==> src/design/frc_pkg.sv <==
package frc_pkg;

  localparam int PAYLOAD_LIMIT = 4096;

  localparam logic [7:0]  START_BYTE = 8'h7E;
  localparam logic [15:0] CHECK_POLY = 16'h1021;

  // event codes
  localparam logic [1:0] EV_NONE     = 2'd0;
  localparam logic [1:0] EV_PAYLOAD  = 2'd1;
  localparam logic [1:0] EV_ACCEPTED = 2'd2;
  localparam logic [1:0] EV_REJECTED = 2'd3;

  // error codes
  localparam logic [2:0] ERR_NONE      = 3'd0;
  localparam logic [2:0] ERR_BAD_TYPE  = 3'd1;
  localparam logic [2:0] ERR_TOO_LONG  = 3'd2;
  localparam logic [2:0] ERR_WRONG_CMD = 3'd3;
  localparam logic [2:0] ERR_BAD_CHECK = 3'd4;

  // configuration register indexes
  localparam logic REG_EXPECTED_COMMAND = 1'b0;
  localparam logic REG_MAX_PAYLOAD      = 1'b1;

  typedef struct packed {
    logic [7:0]  expected_command;
    logic [12:0] max_payload;
  } cfg_t;

  typedef struct packed {
    logic       valid;
    logic [7:0] data;
  } item_t;

  // one byte of the running check: xor into upper half, one conditional shift
  function automatic logic [15:0] check_update(input logic [15:0] chk, input logic [7:0] b);
    logic [15:0] t;
    t = chk ^ {b, 8'h00};
    if (t[15]) begin
      check_update = {t[14:0], 1'b0} ^ CHECK_POLY;
    end else begin
      check_update = {t[14:0], 1'b0};
    end
  endfunction

endpackage

==> src/design/frc_byte_if.sv <==
interface frc_byte_if;
  logic       valid;
  logic       ready;
  logic [7:0] rx_byte;

  modport source (output valid, output rx_byte, input ready);
  modport sink (input valid, input rx_byte, output ready);
endinterface

==> src/design/frc_res_if.sv <==
interface frc_res_if;
  logic        valid;
  logic        ready;
  logic [1:0]  event_res;
  logic [7:0]  payload_byte;
  logic [11:0] payload_index;
  logic [12:0] frame_length;
  logic [2:0]  error_kind;

  modport source (output valid, output event_res, output payload_byte, output payload_index,
                  output frame_length, output error_kind, input ready);
  modport sink (input valid, input event_res, input payload_byte, input payload_index,
                input frame_length, input error_kind, output ready);
endinterface

==> src/design/frc_in_stage.sv <==
module frc_in_stage
  import frc_pkg::*;
(
  input  logic       clk,
  input  logic       rst,
  frc_byte_if.sink   rx,
  input  logic       take,
  output item_t      item
);

  logic       held;
  logic [7:0] data;

  assign rx.ready   = !held || take;
  assign item.valid = held;
  assign item.data  = data;

  always_ff @(posedge clk) begin
    if (rst) begin
      held <= 1'b0;
    end else if (rx.valid && rx.ready) begin
      held <= 1'b1;
    end else if (take) begin
      held <= 1'b0;
    end
  end

  always_ff @(posedge clk) begin
    if (rx.valid && rx.ready) begin
      data <= rx.rx_byte;
    end
  end

endmodule

==> src/design/frc_parser.sv <==
module frc_parser
  import frc_pkg::*;
(
  input  logic       clk,
  input  logic       rst,
  input  item_t      item,
  input  cfg_t       cfg,
  output logic       take,
  frc_res_if.source  res
);

  localparam logic [1:0] PH_HUNT    = 2'd0;
  localparam logic [1:0] PH_HEADER  = 2'd1;
  localparam logic [1:0] PH_PAYLOAD = 2'd2;
  localparam logic [1:0] PH_TRAILER = 2'd3;

  localparam logic [31:0] LIMIT_CAP = 32'(PAYLOAD_LIMIT);

  logic [1:0]  phase, phase_next;
  logic [2:0]  header_count, header_count_next;
  logic [31:0] declared_length, declared_length_next;
  logic [12:0] payload_count, payload_count_next;
  logic [15:0] running_check, running_check_next;
  logic [15:0] received_check, received_check_next;
  logic [1:0]  trailer_count, trailer_count_next;
  logic        type_bad, type_bad_next;
  logic        trailer_bad, trailer_bad_next;

  logic        out_valid;
  logic [1:0]  ev, ev_next;
  logic [7:0]  pbyte, pbyte_next;
  logic [11:0] pidx, pidx_next;
  logic [12:0] flen, flen_next;
  logic [2:0]  err, err_next;

  logic [7:0]  b;
  logic [31:0] limit;
  logic [15:0] chk_upd;
  logic [12:0] count_inc;
  logic        hunt_restart;

  assign b         = item.data;
  assign take      = item.valid && (!out_valid || res.ready);
  assign chk_upd   = check_update(running_check, b);
  assign count_inc = payload_count + 13'd1;
  assign limit     = ({19'd0, cfg.max_payload} > LIMIT_CAP) ? LIMIT_CAP
                                                           : {19'd0, cfg.max_payload};

  always_comb begin
    phase_next           = phase;
    header_count_next    = header_count;
    declared_length_next = declared_length;
    payload_count_next   = payload_count;
    running_check_next   = running_check;
    received_check_next  = received_check;
    trailer_count_next   = trailer_count;
    type_bad_next        = type_bad;
    trailer_bad_next     = trailer_bad;
    ev_next              = EV_NONE;
    pbyte_next           = 8'd0;
    pidx_next            = 12'd0;
    flen_next            = 13'd0;
    err_next             = ERR_NONE;
    hunt_restart         = 1'b0;

    case (phase)
      PH_HUNT: begin
        if (b == START_BYTE) begin
          hunt_restart = 1'b1;
        end
      end
      PH_HEADER: begin
        running_check_next = chk_upd;
        case (header_count)
          3'd0: type_bad_next = (b != 8'd0);
          3'd1: declared_length_next[7:0]   = b;
          3'd2: declared_length_next[15:8]  = b;
          3'd3: declared_length_next[23:16] = b;
          3'd4: declared_length_next[31:24] = b;
          default: ;
        endcase
        if (header_count < 3'd5) begin
          header_count_next = header_count + 3'd1;
        end else begin
          // command byte: judge whole header, first fault wins
          if (type_bad) begin
            err_next = ERR_BAD_TYPE;
          end else if (declared_length > limit) begin
            err_next = ERR_TOO_LONG;
          end else if (b != cfg.expected_command) begin
            err_next = ERR_WRONG_CMD;
          end
          if (err_next != ERR_NONE) begin
            ev_next      = EV_REJECTED;
            hunt_restart = 1'b1;
          end else begin
            header_count_next  = 3'd0;
            payload_count_next = 13'd0;
            phase_next = (declared_length == 32'd0) ? PH_TRAILER : PH_PAYLOAD;
          end
        end
      end
      PH_PAYLOAD: begin
        running_check_next = chk_upd;
        ev_next            = EV_PAYLOAD;
        pbyte_next         = b;
        pidx_next          = payload_count[11:0];
        payload_count_next = count_inc;
        // length was checked against the cap, so upper bits are zero here
        if (count_inc >= declared_length[12:0]) begin
          phase_next = PH_TRAILER;
        end
      end
      default: begin
        trailer_count_next = trailer_count + 2'd1;
        case (trailer_count)
          2'd0: received_check_next = {b, 8'd0};
          2'd1: received_check_next = {received_check[15:8], b};
          2'd2: trailer_bad_next = trailer_bad || (b != 8'd0);
          default: begin
            if (trailer_bad || (b != 8'd0) || (received_check != running_check)) begin
              ev_next  = EV_REJECTED;
              err_next = ERR_BAD_CHECK;
            end else begin
              ev_next   = EV_ACCEPTED;
              flen_next = declared_length[12:0];
            end
            hunt_restart = 1'b1;
          end
        endcase
      end
    endcase

    if (hunt_restart) begin
      // a start byte in hunt opens a header, anything else ends the frame
      phase_next           = (phase == PH_HUNT) ? PH_HEADER : PH_HUNT;
      header_count_next    = 3'd0;
      declared_length_next = 32'd0;
      payload_count_next   = 13'd0;
      running_check_next   = 16'd0;
      received_check_next  = 16'd0;
      trailer_count_next   = 2'd0;
      type_bad_next        = 1'b0;
      trailer_bad_next     = 1'b0;
    end
  end

  always_ff @(posedge clk) begin
    if (rst) begin
      phase           <= PH_HUNT;
      header_count    <= 3'd0;
      declared_length <= 32'd0;
      payload_count   <= 13'd0;
      running_check   <= 16'd0;
      received_check  <= 16'd0;
      trailer_count   <= 2'd0;
      type_bad        <= 1'b0;
      trailer_bad     <= 1'b0;
      out_valid       <= 1'b0;
    end else begin
      if (take) begin
        phase           <= phase_next;
        header_count    <= header_count_next;
        declared_length <= declared_length_next;
        payload_count   <= payload_count_next;
        running_check   <= running_check_next;
        received_check  <= received_check_next;
        trailer_count   <= trailer_count_next;
        type_bad        <= type_bad_next;
        trailer_bad     <= trailer_bad_next;
        out_valid       <= 1'b1;
      end else if (res.ready) begin
        out_valid <= 1'b0;
      end
    end
  end

  always_ff @(posedge clk) begin
    if (take) begin
      ev    <= ev_next;
      pbyte <= pbyte_next;
      pidx  <= pidx_next;
      flen  <= flen_next;
      err   <= err_next;
    end
  end

  assign res.valid         = out_valid;
  assign res.event_res     = ev;
  assign res.payload_byte  = pbyte;
  assign res.payload_index = pidx;
  assign res.frame_length  = flen;
  assign res.error_kind    = err;

`ifndef SYNTH
  // hunting state carries nothing from an earlier frame
  a_hunt_clean: assert property (@(posedge clk) disable iff (rst)
    phase == PH_HUNT |-> (running_check == 16'd0 && header_count == 3'd0))
    else $error("stale frame state while hunting");

  // payload phase only with a nonzero length within the cap
  a_payload_len: assert property (@(posedge clk) disable iff (rst)
    phase == PH_PAYLOAD |-> (declared_length != 32'd0 && declared_length <= LIMIT_CAP))
    else $error("payload phase with bad length");

  // error code present exactly when a rejection is reported
  a_err_match: assert property (@(posedge clk) disable iff (rst)
    out_valid |-> ((ev == EV_REJECTED) == (err != ERR_NONE)))
    else $error("error code does not match event");

  // a payload result leaves the frame still open
  a_payload_open: assert property (@(posedge clk) disable iff (rst)
    take && ev_next == EV_PAYLOAD |=> phase == PH_PAYLOAD || phase == PH_TRAILER)
    else $error("frame closed on payload byte");
`endif

endmodule

==> src/design/frame_receiver_with_check.sv <==
// Frame receiver: takes one received byte per item and returns exactly one result item
// per byte. It hunts for the start byte 0x7E, reads a six-byte header (type, 32-bit
// little-endian length, command), forwards payload bytes with their index, then checks the
// big-endian 16-bit running check and two zero trailer bytes, reporting accept or reject.
// Throughput is one byte per cycle while the sink takes results. The accepted byte waits in
// the input register; the single-pass parser loads its result into the result register when
// it takes the byte. A result held by the sink stalls the input once both registers
// are full. Configuration (expected_command at index 0, max_payload at index 1) is written
// through cfg_we, and the user must do so only while the block is idle; the block does not
// enforce this. The effective length limit is the smaller of max_payload and 4096.
module frame_receiver_with_check
  import frc_pkg::*;
(
  input  logic        clk,
  input  logic        rst,
  frc_byte_if.sink    rx,
  frc_res_if.source   res,
  input  logic        cfg_we,
  input  logic        cfg_index,
  input  logic [12:0] cfg_data
);

  cfg_t  cfg;
  item_t item;
  logic  take;

  always_ff @(posedge clk) begin
    if (rst) begin
      cfg.expected_command <= 8'd160;
      cfg.max_payload      <= 13'd512;
    end else if (cfg_we) begin
      case (cfg_index)
        REG_EXPECTED_COMMAND: cfg.expected_command <= cfg_data[7:0];
        REG_MAX_PAYLOAD:      cfg.max_payload      <= cfg_data;
        default: ;
      endcase
    end
  end

  frc_in_stage u_in_stage (
    .clk  (clk),
    .rst  (rst),
    .rx   (rx),
    .take (take),
    .item (item)
  );

  frc_parser u_parser (
    .clk  (clk),
    .rst  (rst),
    .item (item),
    .cfg  (cfg),
    .take (take),
    .res  (res)
  );

endmodule
==> src/flat_wrapper.sv <==
// flat-port wrapper written by rule: the top's interface ports become plain ports
module frame_receiver_with_check_flat import frc_pkg::*;
  (clk, rst, cfg_we, cfg_index, cfg_data, rx_valid, rx_rx_byte, rx_ready, res_valid, res_event_res, res_payload_byte, res_payload_index, res_frame_length, res_error_kind, res_ready);
  frc_byte_if rx_i ();
  frc_res_if res_i ();
  input  logic clk;
  input  logic rst;
  input  logic cfg_we;
  input  logic cfg_index;
  input  logic [12:0] cfg_data;
  input wire logic [$bits(rx_i.valid)-1:0] rx_valid;
  input wire logic [$bits(rx_i.rx_byte)-1:0] rx_rx_byte;
  output wire logic [$bits(rx_i.ready)-1:0] rx_ready;
  output wire logic [$bits(res_i.valid)-1:0] res_valid;
  output wire logic [$bits(res_i.event_res)-1:0] res_event_res;
  output wire logic [$bits(res_i.payload_byte)-1:0] res_payload_byte;
  output wire logic [$bits(res_i.payload_index)-1:0] res_payload_index;
  output wire logic [$bits(res_i.frame_length)-1:0] res_frame_length;
  output wire logic [$bits(res_i.error_kind)-1:0] res_error_kind;
  input wire logic [$bits(res_i.ready)-1:0] res_ready;
  assign rx_i.valid = rx_valid;
  assign rx_i.rx_byte = rx_rx_byte;
  assign rx_ready = rx_i.ready;
  assign res_valid = res_i.valid;
  assign res_event_res = res_i.event_res;
  assign res_payload_byte = res_i.payload_byte;
  assign res_payload_index = res_i.payload_index;
  assign res_frame_length = res_i.frame_length;
  assign res_error_kind = res_i.error_kind;
  assign res_i.ready = res_ready;
  frame_receiver_with_check u_core (.clk(clk), .rst(rst), .rx(rx_i), .res(res_i), .cfg_we(cfg_we), .cfg_index(cfg_index), .cfg_data(cfg_data));
endmodule
==> config.mk <==
export PLATFORM = sky130hd
export DESIGN_NAME = frame_receiver_with_check_flat
export DESIGN_NICKNAME = d
export VERILOG_FILES = /design/src/design/frc_pkg.sv /design/src/design/frc_byte_if.sv /design/src/design/frc_res_if.sv /design/src/design/frc_in_stage.sv /design/src/design/frc_parser.sv /design/src/design/frame_receiver_with_check.sv /design/src/flat_wrapper.sv
export SDC_FILE = /design/constraint.sdc
export NUM_CORES = 1
export LEC_CHECK = 0
export ABC_AREA = 1
export BUFFER_PORTS_ARGS = -buffer_cell sky130_fd_sc_hd__buf_4
export CORE_UTILIZATION = 30
export CTS_CLUSTER_DIAMETER = 40
export DETAILED_ROUTE_END_ITERATION = 10
export SLEW_MARGIN = 20
export SYNTH_ARGS = -nofsm -noshare
export SYNTH_HDL_FRONTEND = slang
export SYNTH_SLANG_ARGS = --single-unit
==> constraint.sdc <==
create_clock -name clk -period 4.1 [get_ports clk]
set_input_delay 0.82 -clock clk [delete_from_list [all_inputs] [get_ports clk]]
set_output_delay 0.82 -clock clk [all_outputs]
set_load 0.03 [all_outputs]
==> run_results.csv <==
group,metric,value,unit
synth,syn_inst,973,
global_route,grt_pass1_wl,31.8,mm
synth,syn-num-nets,1041,
floorplan,start_util,0.307,
critical_path,critPathKind,"reg2reg",
finish,final_area,0.00913,mm^2
finish,drive_gt1_frac,0.123,
synth,yosys_warnings,0,
placed_design,io_buffers,66,
timing,tns,0,ns
synth,yosys-top-cells-count,"nand2_1 (203), nor2_1 (125), dfxtp_1 (109), inv_1 (95), a21oi_1 (88)",
pwr,cellPowerDensity,385,mW/mm^2
clock_tree,cts-root-buf,"clkbuf_16",
timing,min_period,3.59,ns
clock_tree,cts-hold-fix-buffers,0,
pwr,p_leak,3.86,nW
placed_design,place.gp.congestion,0.838,
timing,setup_viol,0,
routing,routed_wl,19.5,mm
synth,synth_area_leaders,"dfxtp_1 (28%), edfxtp_1 (18%), nand2_1 (9.9%)",
global_route,antenna_found_initial,0,
critical_path,crit_required,4.48,ns
floorplan,core,0.0252,mm^2
pwr,peakVddDrop,0.221,mV
placed_design,postPlaceCellArea,0.00850,mm^2
timing,finalWorstSetupSlack,0.506,ns
clock_tree,clockBufferDepth,2,
timing,relSlewSlack,0.532,
synth,synth_ff_type,"dfxtp_1",
synth,avgSynthCellArea,7.93,um^2
critical_path,cp-end-kind,"flop",
routing,drt_iter0_drc,566,
synth,seq_area_frac_synth,0.462,
timing,worstMarginPinSlew,0.685,ns
critical_path,arrival,3.97,ns
clock_tree,insertion_delay,0.44,ns
synth,synth-edff-count,46,
clock_tree,cts_sinks,155,
timing,finalHoldViolations,0,
routing,drtPass1Iterations,5,
synth,ys_seq_elements,155,
global_route,grt_pass1_vias,6175,
routing,viasPerCell,4.76,
finish,final_nets,1098,
floorplan,fp-row-count,58,
floorplan,pin_count,67,
synth,syn_area,0.00772,mm^2
clock_tree,clk_pin_slew,0.07,ns
global_route,grt_max_degree,64,
synth,synth.distinct_cells,43,
synth,synth_top_area_share,0.283,
global_route,globalRouteOverflowTotal,0,
timing,rsz0062_at_grt,"false",
routing,remaining_drc_errors,0,
finish,synthToLayoutAreaGrowth,18.2,%
floorplan,dieArea,0.0264,mm^2
critical_path,crit_fanout,30,
routing,ant_nets,0,
timing,fmax,0.278,GHz
placed_design,place_ws,0.538,ns
status,status,"finished, final reports clean",
worst_hold_path,hp-class,"reg2reg",
finish,final_util,0.362,
clock_tree,post_cts_resized,0,
clock_tree,h-tree-depth,4,
global_route,track_usage,0.156,
timing,fin_worst_skew,0.0238,ns
timing,holdWs,0.485,ns
floorplan,die_x,162,um
routing,drt-wirelength-per-cell,14.2,um
clock_tree,cts_buffers,17,
finish,diodes,0,
timing,fin_crit_sh,0.877,
synth,synth_top_cell_by_area,"dfxtp_1",
timing,maxSlewViolCount,0,
routing,vias,6537,
floorplan,die_y,162,um
placed_design,dp_hpwl,13.8,mm
clock_tree,post_cts_buffers,0,
synth,synthArstFlopShare,0,
synth,synth_most_common_cell,"nand2_1",
flow_run,maxCapViolCount,0,
clock_tree,cts_tree,"yes",
critical_path,crit_path_start_kind,"flop",
## worst paths after layout
kind / start / end / slack (ns) / cells past startpoint
max: u_core.cfg[4] / u_core.u_parser.phase[0] / 0.51 / 22
min: u_core.cfg[0] / u_core.cfg[0] / 0.48 / 2
max reg2reg: u_core.cfg[4] / u_core.u_parser.phase[0] / 0.51 / 22
min reg2reg: u_core.cfg[0] / u_core.cfg[0] / 0.48 / 2
## area by class of cell
| cell class | instances | area [um^2] |
|---|---|---|
| clock buffer | 21 | 493 |
| fill | 2636 | 16100 |
| sequential | 155 | 3560 |
| timing repair buffer | 72 | 541 |
| tap | 330 | 413 |
| multi-input combinational | 685 | 3610 |
| clock inverter | 11 | 131 |
| inverter | 99 | 372 |
## cells in the final DEF, fill, tap and decap left out, types with 12 or more instances in the layout
cell type / instances
nor2_1: 125
dfxtp_1: 109
edfxtp_1: 46
nand3_1: 80
o21ai_0: 29
xor2_1: 21
buf_4: 72
xnor2_1: 12
nand2_1: 203
nand4_1: 18
clkbuf_16: 19
inv_1: 94
a21oi_1: 88
nor3_1: 21
ha_1: 41
## state kept, by name, indices dropped and copies added (netlist names), 8 cells and up
| name | cells |
|---|---|
| u_core.u_parser.running_check | 16 |
| u_core.u_parser.res.payload_index | 12 |
| u_core.u_parser.payload_count | 13 |
| u_core.cfg | 21 |
| u_core.u_parser.res.frame_length | 13 |
| u_core.u_in_stage.data | 8 |
| u_core.u_parser.declared_length | 32 |
| u_core.u_parser.received_check | 16 |
| u_core.u_parser.res.payload_byte | 8 |
## stage by stage
step | cells | power (mW)
5_1_grt | 1373 | 3.63
4_1_cts | 1373 | 3.54
2_1_floorplan | 973 | 1.80
3_3_place_gp | 1341 | 1.88
6_report | 1373 | 3.51
3_5_place_dp | 1341 | 1.88
## logic make-up after synthesis
group | share of synthesized area
AND/OR/NAND/NOR | 0.277
flip-flops | 0.462
buffers and inverters | 0.0703
AO/OA/AOI/OAI | 0.0875
adder cells (fa/ha/maj) | 0.0665
XOR/XNOR | 0.0374
## critical path: stages, from the launching register on
cell	delay [ns]
dfxtp_1	0.32
nor4_1	0.31
and2_1	0.17
a21oi_1	0.07
clkinv_1	0.15
nand2_1	0.07
ha_1	0.27
nand2_1	0.04
inv_1	0.06
nand2_1	0.06
nor2_2	0.15
nand3_1	0.09
nand3_1	0.08
nand2_1	0.09
nand4_2	0.12
nand3_1	0.12
nand3_2	0.14
nand3_4	0.31
nand2_2	0.49
nand2_1	0.16
nand2_1	0.09
nand2_1	0.05
nor2_1	0.10
## layer usage
layer | GRT usage | wire, um
met1 | 0.207 | 9090
met2 | 0.253 | 9130
met3 | 0.0300 | 981
met4 | 0.0540 | 292
met5 | 0 | 0
## power by group
group / switching [mW] / leakage, nW / internal [mW]
Clock: 0.669 / 0.309 / 0.993
Combinational: 0.133 / 2.23 / 0.0728
Sequential: 0.0304 / 1.33 / 1.61
Note: power is estimated with default switching activity, not from simulation.
